==> config.mk <==
export PLATFORM = sky130hd
export DESIGN_NAME = grid_local_peak_detector
export DESIGN_NICKNAME = d
export VERILOG_FILES = /design/src/design/glpd_pkg.sv /design/src/design/grid_local_peak_detector.sv /design/src/design/glpd_line_store.sv
export VERILOG_INCLUDE_DIRS = /design/src /design/src/design
export SDC_FILE = /design/constraint.sdc
export NUM_CORES = 2
export LEC_CHECK = 0
export BUFFER_PORTS_ARGS = -buffer_cell sky130_fd_sc_hd__buf_2
export CAP_MARGIN = 10
export CORE_UTILIZATION = 55
export DETAILED_ROUTE_END_ITERATION = 8
export PLACE_DENSITY_LB_ADDON = 0.1
export SYNTH_ARGS = -nofsm -noshare
export SYNTH_HDL_FRONTEND = slang
export SYNTH_SLANG_ARGS = --single-unit
export TNS_END_PERCENT = 50
==> constraint.sdc <==
create_clock -name clk -period 6.22 [get_ports clk]
set_input_delay 1.866 -clock clk [delete_from_list [all_inputs] [get_ports clk]]
set_output_delay 1.866 -clock clk [all_outputs]
set_load 0.05 [all_outputs]
==> src/design/grid_local_peak_detector_defines.svh <==
// Assertion macros shared by the grid local peak detector RTL.
// Every macro expects a clock named clk and an active-low reset named rst_n in scope.
`ifndef GRID_LOCAL_PEAK_DETECTOR_DEFINES_SVH
`define GRID_LOCAL_PEAK_DETECTOR_DEFINES_SVH

// The consequent must hold in the same cycle as the antecedent.
`define GLPD_ASSERT_COMB(label, ante, cons, msg) \
    label: assert property (@(posedge clk) disable iff (!rst_n) (ante) |-> (cons)) \
        else $error(msg);

// The consequent must hold in the cycle after the antecedent.
`define GLPD_ASSERT_NEXT(label, ante, cons, msg) \
    label: assert property (@(posedge clk) disable iff (!rst_n) (ante) |=> (cons)) \
        else $error(msg);

`endif

==> src/design/glpd_pkg.sv <==
// Shared sizes, codes and types for the grid local peak detector.
// No dependencies; used by glpd_line_store and grid_local_peak_detector.
`default_nettype none

package glpd_pkg;

    localparam int MAX_COLS     = 32;
    localparam int MAX_ROWS     = 1024;
    localparam int SAMPLE_WIDTH = 32;

    localparam int COL_W       = $clog2(MAX_COLS);
    localparam int ROW_W       = $clog2(MAX_ROWS);
    localparam int COLS_CNT_W  = $clog2(MAX_COLS + 1);
    localparam int ROWS_CNT_W  = $clog2(MAX_ROWS + 1);
    localparam int CFG_INDEX_W = 2;
    localparam int CFG_DATA_W  = (ROWS_CNT_W > COLS_CNT_W) ? ROWS_CNT_W : COLS_CNT_W;

    // Three line banks, each MAX_COLS words, addressed as {bank, column}.
    localparam int BANK_W    = 2;
    localparam int RAM_DEPTH = 3 << COL_W;
    localparam int ADDR_W    = BANK_W + COL_W;

    localparam logic [BANK_W-1:0] BANK_0 = 2'd0;
    localparam logic [BANK_W-1:0] BANK_1 = 2'd1;
    localparam logic [BANK_W-1:0] BANK_2 = 2'd2;

    localparam logic [CFG_INDEX_W-1:0] REG_ROW_COUNT = 2'd0;
    localparam logic [CFG_INDEX_W-1:0] REG_COL_COUNT = 2'd1;

    typedef logic signed [SAMPLE_WIDTH-1:0] sample_t;

    // Logical line: the row being received, the one before it, and the one before that.
    typedef enum logic [1:0] {
        ROW_CUR,
        ROW_PREV,
        ROW_OLDER
    } row_sel_t;

    typedef enum logic [1:0] {
        ST_IDLE,
        ST_RD_CTR,
        ST_RD_SIDE,
        ST_EVAL
    } state_t;

    typedef struct packed {
        logic             wr_en;
        logic [COL_W-1:0] wr_col;
        sample_t          wr_data;
        logic             rd_en;
        row_sel_t         rd0_row;
        logic [COL_W-1:0] rd0_col;
        row_sel_t         rd1_row;
        logic [COL_W-1:0] rd1_col;
        logic             rotate;
    } store_req_t;

endpackage

`default_nettype wire

==> src/design/grid_local_peak_detector.sv <==
// Grid local peak detector top level: sequencer, configuration and output register.
// Depends on glpd_pkg, glpd_line_store and grid_local_peak_detector_defines.svh.
//
// Usage. Samples of a grid arrive in raster order on the input channel
// (in_valid, in_ready, sample_value), one word per cell. The configuration
// channel (cfg_valid, cfg_ready, cfg_index, cfg_data) sets row_count (index 0)
// and col_count (index 1); zero acts as one and larger values saturate to the
// buffer limits. A write to either register restarts the frame, and cfg_ready
// is high only while the sequencer is idle. Each result word on the output
// channel (out_valid, out_ready, cell_row, cell_col, is_peak, frame_last) gives
// the four-neighbour verdict for one cell. A sample of row zero produces
// nothing unless it ends a frame. From row one on, a sample gives the verdict
// for the cell above it; that word passes the read-centre, read-side and
// evaluate steps into the output register, and the next sample is taken only
// once the sequencer is idle again, as each verdict needs two reads of the
// shared line store. The final sample of a frame also walks the last row and
// marks the last word with frame_last. Reset clears the position counters and
// sets both sizes to one. When out_ready is low, the sequencer waits in its
// evaluate step with the pending verdict held, so nothing is lost.
`default_nettype none
`include "grid_local_peak_detector_defines.svh"

module grid_local_peak_detector
    import glpd_pkg::*;
(
    input  wire logic                   clk,
    input  wire logic                   rst_n,
    input  wire logic                   cfg_valid,
    output logic                        cfg_ready,
    input  wire logic [CFG_INDEX_W-1:0] cfg_index,
    input  wire logic [CFG_DATA_W-1:0]  cfg_data,
    input  wire logic                   in_valid,
    output logic                        in_ready,
    input  wire sample_t                sample_value,
    output logic                        out_valid,
    input  wire logic                   out_ready,
    output logic [ROW_W-1:0]            cell_row,
    output logic [COL_W-1:0]            cell_col,
    output logic                        is_peak,
    output logic                        frame_last
);

    state_t                  state_reg;
    state_t                  state_next;
    logic [ROWS_CNT_W-1:0]   row_count_reg;
    logic [COLS_CNT_W-1:0]   col_count_reg;
    logic [ROW_W-1:0]        row_pos_reg;
    logic [COL_W-1:0]        col_pos_reg;
    logic [ROWS_CNT_W-1:0]   eff_rows;
    logic [COLS_CNT_W-1:0]   eff_cols;
    logic [ROW_W-1:0]        eff_rows_m1;
    logic [COL_W-1:0]        eff_cols_m1;

    // Position of the incoming sample after the range clamp.
    logic [ROW_W-1:0]        r_in;
    logic [COL_W-1:0]        c_in;
    logic [ROWS_CNT_W-1:0]   r_inc;
    logic [ROW_W-1:0]        row_pos_next;
    logic [COL_W-1:0]        col_pos_next;
    logic                    row_end_in;
    logic                    last_in;
    logic                    has_work;

    // Per-item context kept while its verdicts are produced.
    sample_t                 key_reg;
    logic [ROW_W-1:0]        r_reg;
    logic [COL_W-1:0]        c_reg;
    logic [COL_W-1:0]        j_reg;
    logic                    op_flush_reg;
    logic                    last_reg;
    logic                    row_end_reg;
    sample_t                 center_reg;
    sample_t                 up_reg;

    logic                    in_acc;
    logic                    cfg_acc;
    logic                    cfg_known;
    logic                    out_load;
    logic                    more;
    store_req_t              store_req;
    sample_t                 rd0_data;
    sample_t                 rd1_data;

    logic [COL_W-1:0]        v_col;
    logic                    up_ok;
    logic                    left_ok;
    logic                    right_ok;
    logic                    peak;

    logic                    out_valid_reg;
    logic [ROW_W-1:0]        cell_row_reg;
    logic [COL_W-1:0]        cell_col_reg;
    logic                    is_peak_reg;
    logic                    frame_last_reg;

    // Effective frame size: zero counts as one, oversized values saturate.
    always_comb
    begin
        if (row_count_reg == '0)
            eff_rows = ROWS_CNT_W'(1);
        else if (row_count_reg > ROWS_CNT_W'(MAX_ROWS))
            eff_rows = ROWS_CNT_W'(MAX_ROWS);
        else
            eff_rows = row_count_reg;

        if (col_count_reg == '0)
            eff_cols = COLS_CNT_W'(1);
        else if (col_count_reg > COLS_CNT_W'(MAX_COLS))
            eff_cols = COLS_CNT_W'(MAX_COLS);
        else
            eff_cols = col_count_reg;
    end

    assign eff_rows_m1 = ROW_W'(eff_rows - ROWS_CNT_W'(1));
    assign eff_cols_m1 = COL_W'(eff_cols - COLS_CNT_W'(1));

    // A position left over from a larger frame size restarts at zero.
    assign r_in = ({1'b0, row_pos_reg} >= eff_rows) ? '0 : row_pos_reg;
    assign c_in = ({1'b0, col_pos_reg} >= eff_cols) ? '0 : col_pos_reg;

    assign row_end_in   = (c_in == eff_cols_m1);
    assign last_in      = row_end_in && (r_in == eff_rows_m1);
    assign has_work     = (r_in != '0) || last_in;
    assign r_inc        = {1'b0, r_in} + ROWS_CNT_W'(1);
    assign row_pos_next = row_end_in ? ((r_inc >= eff_rows) ? '0 : r_inc[ROW_W-1:0]) : r_in;
    assign col_pos_next = row_end_in ? '0 : c_in + COL_W'(1);

    assign in_acc    = in_valid && in_ready;
    assign cfg_acc   = cfg_valid && cfg_ready;
    assign cfg_known = (cfg_index == REG_ROW_COUNT) || (cfg_index == REG_COL_COUNT);

    // Operands of the verdict in progress. An ordinary verdict looks at the
    // previous row with the older row above it and the new sample below it;
    // the end-of-frame pass looks at the current row with the previous row above.
    assign v_col    = op_flush_reg ? j_reg : c_reg;
    assign up_ok    = op_flush_reg ? (r_reg != '0) : (r_reg > ROW_W'(1));
    assign left_ok  = (v_col != '0);
    assign right_ok = (v_col != eff_cols_m1);

    // In the evaluate step the store returns the left and right neighbours.
    assign peak = !((up_ok && (center_reg < up_reg))
                 || (!op_flush_reg && (center_reg < key_reg))
                 || (left_ok && (center_reg < rd0_data))
                 || (right_ok && (center_reg < rd1_data)));

    assign more = op_flush_reg ? (j_reg != eff_cols_m1) : last_reg;

    // Next state.
    always_comb
    begin
        state_next = state_reg;
        unique case (state_reg)
            ST_IDLE:
            begin
                if (in_acc && has_work)
                    state_next = ST_RD_CTR;
            end
            ST_RD_CTR:  state_next = ST_RD_SIDE;
            ST_RD_SIDE: state_next = ST_EVAL;
            ST_EVAL:
            begin
                if (out_load)
                    state_next = more ? ST_RD_CTR : ST_IDLE;
            end
            default:    state_next = ST_IDLE;
        endcase
    end

    // State outputs: handshakes and line store requests. In the idle step
    // in_ready is high, so a valid input word is an accepted one.
    always_comb
    begin
        in_ready          = 1'b0;
        cfg_ready         = 1'b0;
        out_load          = 1'b0;
        store_req         = '0;
        store_req.wr_col  = c_in;
        store_req.wr_data = sample_value;
        store_req.rd0_row = op_flush_reg ? ROW_CUR : ROW_PREV;
        store_req.rd0_col = v_col;
        store_req.rd1_row = op_flush_reg ? ROW_PREV : ROW_OLDER;
        store_req.rd1_col = v_col;
        unique case (state_reg)
            ST_IDLE:
            begin
                in_ready         = 1'b1;
                cfg_ready        = 1'b1;
                store_req.wr_en  = in_valid;
                store_req.rotate = in_valid && !has_work && row_end_in;
            end
            ST_RD_CTR:
            begin
                store_req.rd_en = 1'b1;
            end
            ST_RD_SIDE:
            begin
                store_req.rd_en   = 1'b1;
                store_req.rd1_row = store_req.rd0_row;
                store_req.rd0_col = v_col - COL_W'(1);
                store_req.rd1_col = v_col + COL_W'(1);
            end
            ST_EVAL:
            begin
                out_load         = !out_valid_reg || out_ready;
                store_req.rotate = out_load && !more && row_end_reg;
            end
            default:
            begin
                in_ready = 1'b0;
            end
        endcase
    end

    glpd_line_store u_line_store (
        .clk      (clk),
        .rst_n    (rst_n),
        .req      (store_req),
        .rd0_data (rd0_data),
        .rd1_data (rd1_data)
    );

    // Control state.
    always_ff @(posedge clk or negedge rst_n)
    begin
        if (!rst_n)
        begin
            state_reg     <= ST_IDLE;
            row_count_reg <= ROWS_CNT_W'(1);
            col_count_reg <= COLS_CNT_W'(1);
            row_pos_reg   <= '0;
            col_pos_reg   <= '0;
            op_flush_reg  <= 1'b0;
            j_reg         <= '0;
            out_valid_reg <= 1'b0;
        end
        else
        begin
            state_reg <= state_next;

            if (cfg_acc)
            begin
                unique case (cfg_index)
                    REG_ROW_COUNT: row_count_reg <= cfg_data[ROWS_CNT_W-1:0];
                    REG_COL_COUNT: col_count_reg <= cfg_data[COLS_CNT_W-1:0];
                    default:       row_count_reg <= row_count_reg;
                endcase
            end

            // A write to a size register restarts the frame; the line banks keep their data.
            priority if (cfg_acc && cfg_known)
            begin
                row_pos_reg <= '0;
                col_pos_reg <= '0;
            end
            else if (in_acc)
            begin
                row_pos_reg <= row_pos_next;
                col_pos_reg <= col_pos_next;
            end

            if (in_acc)
            begin
                op_flush_reg <= (r_in == '0);
                j_reg        <= '0;
            end
            else if (out_load)
            begin
                if (!op_flush_reg)
                    op_flush_reg <= 1'b1;
                else
                    j_reg <= j_reg + COL_W'(1);
            end

            if (out_load)
                out_valid_reg <= 1'b1;
            else if (out_ready)
                out_valid_reg <= 1'b0;
        end
    end

    // Item context and verdict payload.
    always_ff @(posedge clk)
    begin
        if (in_acc)
        begin
            key_reg     <= sample_value;
            r_reg       <= r_in;
            c_reg       <= c_in;
            last_reg    <= last_in;
            row_end_reg <= row_end_in;
        end
        if (state_reg == ST_RD_SIDE)
        begin
            center_reg <= rd0_data;
            up_reg     <= rd1_data;
        end
        if (out_load)
        begin
            cell_row_reg   <= op_flush_reg ? r_reg : r_reg - ROW_W'(1);
            cell_col_reg   <= v_col;
            is_peak_reg    <= peak;
            frame_last_reg <= op_flush_reg && (j_reg == eff_cols_m1);
        end
    end

    assign out_valid  = out_valid_reg;
    assign cell_row   = cell_row_reg;
    assign cell_col   = cell_col_reg;
    assign is_peak    = is_peak_reg;
    assign frame_last = frame_last_reg;

    `GLPD_ASSERT_COMB(a_flush_col_range, (state_reg != ST_IDLE) && op_flush_reg,
                      {1'b0, j_reg} < eff_cols, "end-of-frame pass beyond last column")
    `GLPD_ASSERT_COMB(a_flush_restarts, (state_reg == ST_EVAL) && op_flush_reg,
                      (row_pos_reg == '0) && (col_pos_reg == '0),
                      "positions not restarted during end-of-frame pass")
    `GLPD_ASSERT_COMB(a_verdict_row, (state_reg != ST_IDLE) && !op_flush_reg,
                      r_reg != '0, "ordinary verdict issued for the first row")

endmodule

`default_nettype wire

==> src/design/glpd_line_store.sv <==
// Line store: three row banks in one memory with one write and two registered reads.
// Depends on glpd_pkg and grid_local_peak_detector_defines.svh.
`default_nettype none
`include "grid_local_peak_detector_defines.svh"

module glpd_line_store
    import glpd_pkg::*;
(
    input  wire logic       clk,
    input  wire logic       rst_n,
    input  wire store_req_t req,
    output sample_t         rd0_data,
    output sample_t         rd1_data
);

    logic [BANK_W-1:0] cur_bank_reg;
    logic [BANK_W-1:0] prev_bank_reg;
    logic [BANK_W-1:0] older_bank_reg;
    logic [BANK_W-1:0] rd0_bank;
    logic [BANK_W-1:0] rd1_bank;
    logic [ADDR_W-1:0] wr_addr;
    logic [ADDR_W-1:0] rd0_addr;
    logic [ADDR_W-1:0] rd1_addr;
    sample_t           rd0_reg;
    sample_t           rd1_reg;
    sample_t           mem [0:RAM_DEPTH-1];

    always_comb
    begin
        unique case (req.rd0_row)
            ROW_CUR:   rd0_bank = cur_bank_reg;
            ROW_PREV:  rd0_bank = prev_bank_reg;
            ROW_OLDER: rd0_bank = older_bank_reg;
            default:   rd0_bank = cur_bank_reg;
        endcase
        unique case (req.rd1_row)
            ROW_CUR:   rd1_bank = cur_bank_reg;
            ROW_PREV:  rd1_bank = prev_bank_reg;
            ROW_OLDER: rd1_bank = older_bank_reg;
            default:   rd1_bank = cur_bank_reg;
        endcase
    end

    assign wr_addr  = {cur_bank_reg, req.wr_col};
    assign rd0_addr = {rd0_bank, req.rd0_col};
    assign rd1_addr = {rd1_bank, req.rd1_col};

    // At the end of a row the banks change roles instead of copying data.
    always_ff @(posedge clk or negedge rst_n)
    begin
        if (!rst_n)
        begin
            cur_bank_reg   <= BANK_0;
            prev_bank_reg  <= BANK_1;
            older_bank_reg <= BANK_2;
        end
        else if (req.rotate)
        begin
            cur_bank_reg   <= older_bank_reg;
            prev_bank_reg  <= cur_bank_reg;
            older_bank_reg <= prev_bank_reg;
        end
    end

    always_ff @(posedge clk)
    begin
        if (req.wr_en)
        begin
            mem[wr_addr] <= req.wr_data;
        end
        if (req.rd_en)
        begin
            rd0_reg <= mem[rd0_addr];
            rd1_reg <= mem[rd1_addr];
        end
    end

    assign rd0_data = rd0_reg;
    assign rd1_data = rd1_reg;

    `GLPD_ASSERT_COMB(a_banks_distinct, 1'b1, (cur_bank_reg != prev_bank_reg) && (cur_bank_reg != older_bank_reg) && (prev_bank_reg != older_bank_reg), "line banks overlap")
    `GLPD_ASSERT_COMB(a_no_rw_overlap, req.wr_en, !req.rd_en, "line store read and write in one cycle")

endmodule

`default_nettype wire

==> results.md <==
* Outcome: finished, final reports clean
* Post-synthesis instance total at 8139
* CP Class: register to register
* Final nets at 8716
* Leading area contributor after synthesis: edfxtp_1
* CP Launch Point: state_reg[0]
* FF-to-FF setup slack at 0.19 ns
* CTS Buf Count at 351
* TritonCTS clock tree: built
* HP Start: u_line_store.rd1_data[29]
* Crit path DAT at 6.68 ns
* Clock Sinks at 3313
* Hold buffers post-CTS at 0
* Worst r2r path cells at 12
* Fin util at 62.6%
* Total grt overflow at 0
* ANT nets after route at 0
* Critical Path Start Type: register
* Number of global-route vias before repair at 90200
* Hold Slack at 0.434 ns
* Iteration-0 DRC Markers at 14700
* Tmin final at 6.03 ns
* Initial antenna violation count at 39
* Crit path capture type: register
* Post-route cell area at 0.175 mm²
* Syn nets at 8355
* Post-synth cell types at 77
* Unrepaired setup endpoints after global routing: no
* Crit-path max FO at 32
* Syn-to-layout area delta at 12.8%
* DP Area at 0.164 mm²
* Initial Utilization at 55.4%
* Worst relative slew slack at 5.92%
* Avg Inst Size Synth at 19.1 µm²
* Pwr per Cell Area at 626 mW/mm²
* Worst skew pair latency at 0.96 ns
* Postcts setup bufs at 0
* Post_cts resized at 0
* Max reg flops at 3072
* Top reg by flops: u_line_store.mem
* Fraction of registers with async set/reset at 1.42%
* Hold Crit Class: register to register
* Synthesized flop and latch total at 3313
* Reg2reg start: state_reg[0]
* Final Hold Fails at 0
* GRT Total Usage at 36.2%
* Htree depth at 5
* Synth top area share at 63.1%
* Sequence of cells on the critical path: inv_1, ha_4, inv_1, xnor2_4, buf_4, buf_4, mux4_2, mux4_2, nand2_1, o21ai_1, a221oi_1, o21ai_1
* Largest net degree at the start of global routing at 98
* Share of cells above drive strength 1 at 33.7%
* CP max stage cell: xnor2_4
* Vias at 92400
* Final GP Congestion at 0.980
* I/O pin cnt at 70
* Die Span X at 533 µm
* FILL cells at 19500
* Max incr delay on CP at 1.01 ns
* Routed wire per std cell at 41.1 µm
* Period utilization at 96.9%
* R2r endpoint: u_line_store.rd1_data[2]
* PortBufs at 69
* Dpl hpwl at 328000 µm
* Clk slew on worst S/H paths at 0.07 ns
* Setup-failing EPs final at 0
* Wire length of the first global-routing pass at 710000 µm
* DR pass1 iterations at 7
* Required time of the critical path at 6.87 ns
* DRC at 0
* Root Driver: clkbuf_16
* Max clock buf depth at 4
* Hold Path Depth at 0
* Post-synthesis cell area at 0.155 mm²
* Die area at 0.285 mm²
* Worst Hold Endpoint: up_reg[29]
* Number of max-cap violations at 0
* Synth warn at 0
* Maximum VDD drop at 0.533 mV
* Core area at 0.280 mm²
* Setup Skew at 0.0594 ns
* Die Ht at 533 µm
* Cell Rows at 194
* Post-synth EDFFs at 3266
* Top FF cell, synth: edfxtp_1
* Vias/cell at 7.38
* Sequential share of the synthesized area at 63.9%
* Ranking of synthesized cells by area: edfxtp_1, mux4_2, nand2_1, ha_1, mux2i_1
* Routed wire length at 514000 µm
* Tightest Pin Transition at 1.40 ns
* P_leak at 57.1 nW
* Final Slew Violations at 0
* Fmax at 166 MHz
how the worst max path moves through the flow:
| stage | to | slack [ns] |
|---|---|---|
| final | u_line_store.rd1_data[2] | 0.19 |
| after global routing | row_pos_reg[8] | 0.05 |
| after CTS | row_pos_reg[8] | 0.30 |
| after detailed placement | row_pos_reg[8] | 0.37 |
| after global placement | row_pos_reg[8] | 0.17 |
| after floorplan | u_line_store.mem[36][0] | -0.002 |
synthesized netlist by cell type (5+ instances only):
cell type	number
mux2i_1	137
buf_2	213
nand2_1	729
a211oi_1	39
mux4_2	1694
and3_1	107
dfrtp_1	43
a22oi_1	20
o21ai_0	55
o21a_1	8
nor4_1	13
nand3_1	141
o211ai_1	21
or4_1	5
nand2b_1	22
xnor2_1	27
inv_1	155
a221oi_1	20
buf_4	21
or2_2	7
xor2_1	20
buf_1	59
nor2_1	178
o21ai_1	42
edfxtp_1	3266
mux2_2	48
a2111oi_0	7
nand4_1	28
o22ai_1	47
ha_1	166
clkbuf_1	279
nor2b_1	45
or3_1	6
a21oi_1	124
a21o_1	33
a311oi_1	82
nor3_1	65
a211o_1	8
and2_1	11
a31oi_1	75
where the power goes:
part / internal, W / switching (W)
combinational: 0.0276 / 0.0348
clock: 0.0120 / 0.00886
sequential: 0.0258 / 0.000666
placed cells by master, fill, tap and decap left out, types with 47 or more instances in the layout:
cell type	count
clkbuf_1	81
nor2_1	85
mux2i_1	135
clkinv_2	53
mux2_2	48
o22ai_1	47
mux4_2	1694
nor2_4	92
a31oi_1	75
nand2_1	728
ha_1	164
clkinv_1	65
nor3_1	63
a311oi_1	81
o21ai_0	55
and3_1	107
inv_1	155
buf_4	453
a21oi_1	123
buf_12	92
nand3_1	141
edfxtp_1	3266
clkbuf_16	357
routing by layer:
metal	global-route usage (%)	up-vias	wire, µm
met5	0	-	116
met4	20.7	18	34700
met3	9.13	1055	63300
met2	54.0	6918	233000
met1	49.1	49100	183000
li1	-	35200	-
final cells by class:
class / count / area (µm²) / area share (%)
sequential: 3313 / 99300 / 56.6
inverter: 157 / 589 / 0.336
tap: 3724 / 4660 / 2.66
multi-input combinational: 4095 / 53900 / 30.8
clock buffer: 439 / 9250 / 5.28
antenna: 15 / 37.5 / 0.0214
timing repair buffer: 582 / 5430 / 3.10
clock inverter: 196 / 2070 / 1.18
cell families (layout without fill, tap and decap cells):
group,Yosys count,in the layout,synth area share (%)
XOR/XNOR,50,50,0.304
other,0,15,0
AND/OR/NAND/NOR,1378,1378,3.95
multiplexers,1882,1882,25.8
flip-flops,3313,3313,63.9
AO/OA/AOI/OAI,619,619,2.67
buffers and inverters,731,1374,2.00
adder cells (fa/ha/maj),166,166,1.34
per-stage QoR:
stage	power, W	TNS, ns	cells	setup WS (ns)
2_1_floorplan	0.0667	-0.101	8139	-0.00160
3_3_place_gp	0.0883	0	11900	0.171
3_5_place_dp	0.0887	0	11900	0.368
4_1_cts	0.110	0	12500	0.304
5_1_grt	0.113	0	12500	0.0464
6_report	0.110	0	12500	0.190
critical path, delay by kind of cell, from the launching register on:
kind	cells	cell delay, ns
DFF	1	0.39
AOI/OAI and AO/OA	3	1.16
xor gates and xnor gates	1	1.01
muxes	2	1.16
adders and majority gates	1	0.40
and+or+nand+nor	1	0.25
buffers and inverters	4	1.26
Note: power is estimated with default switching activity, not from simulation.
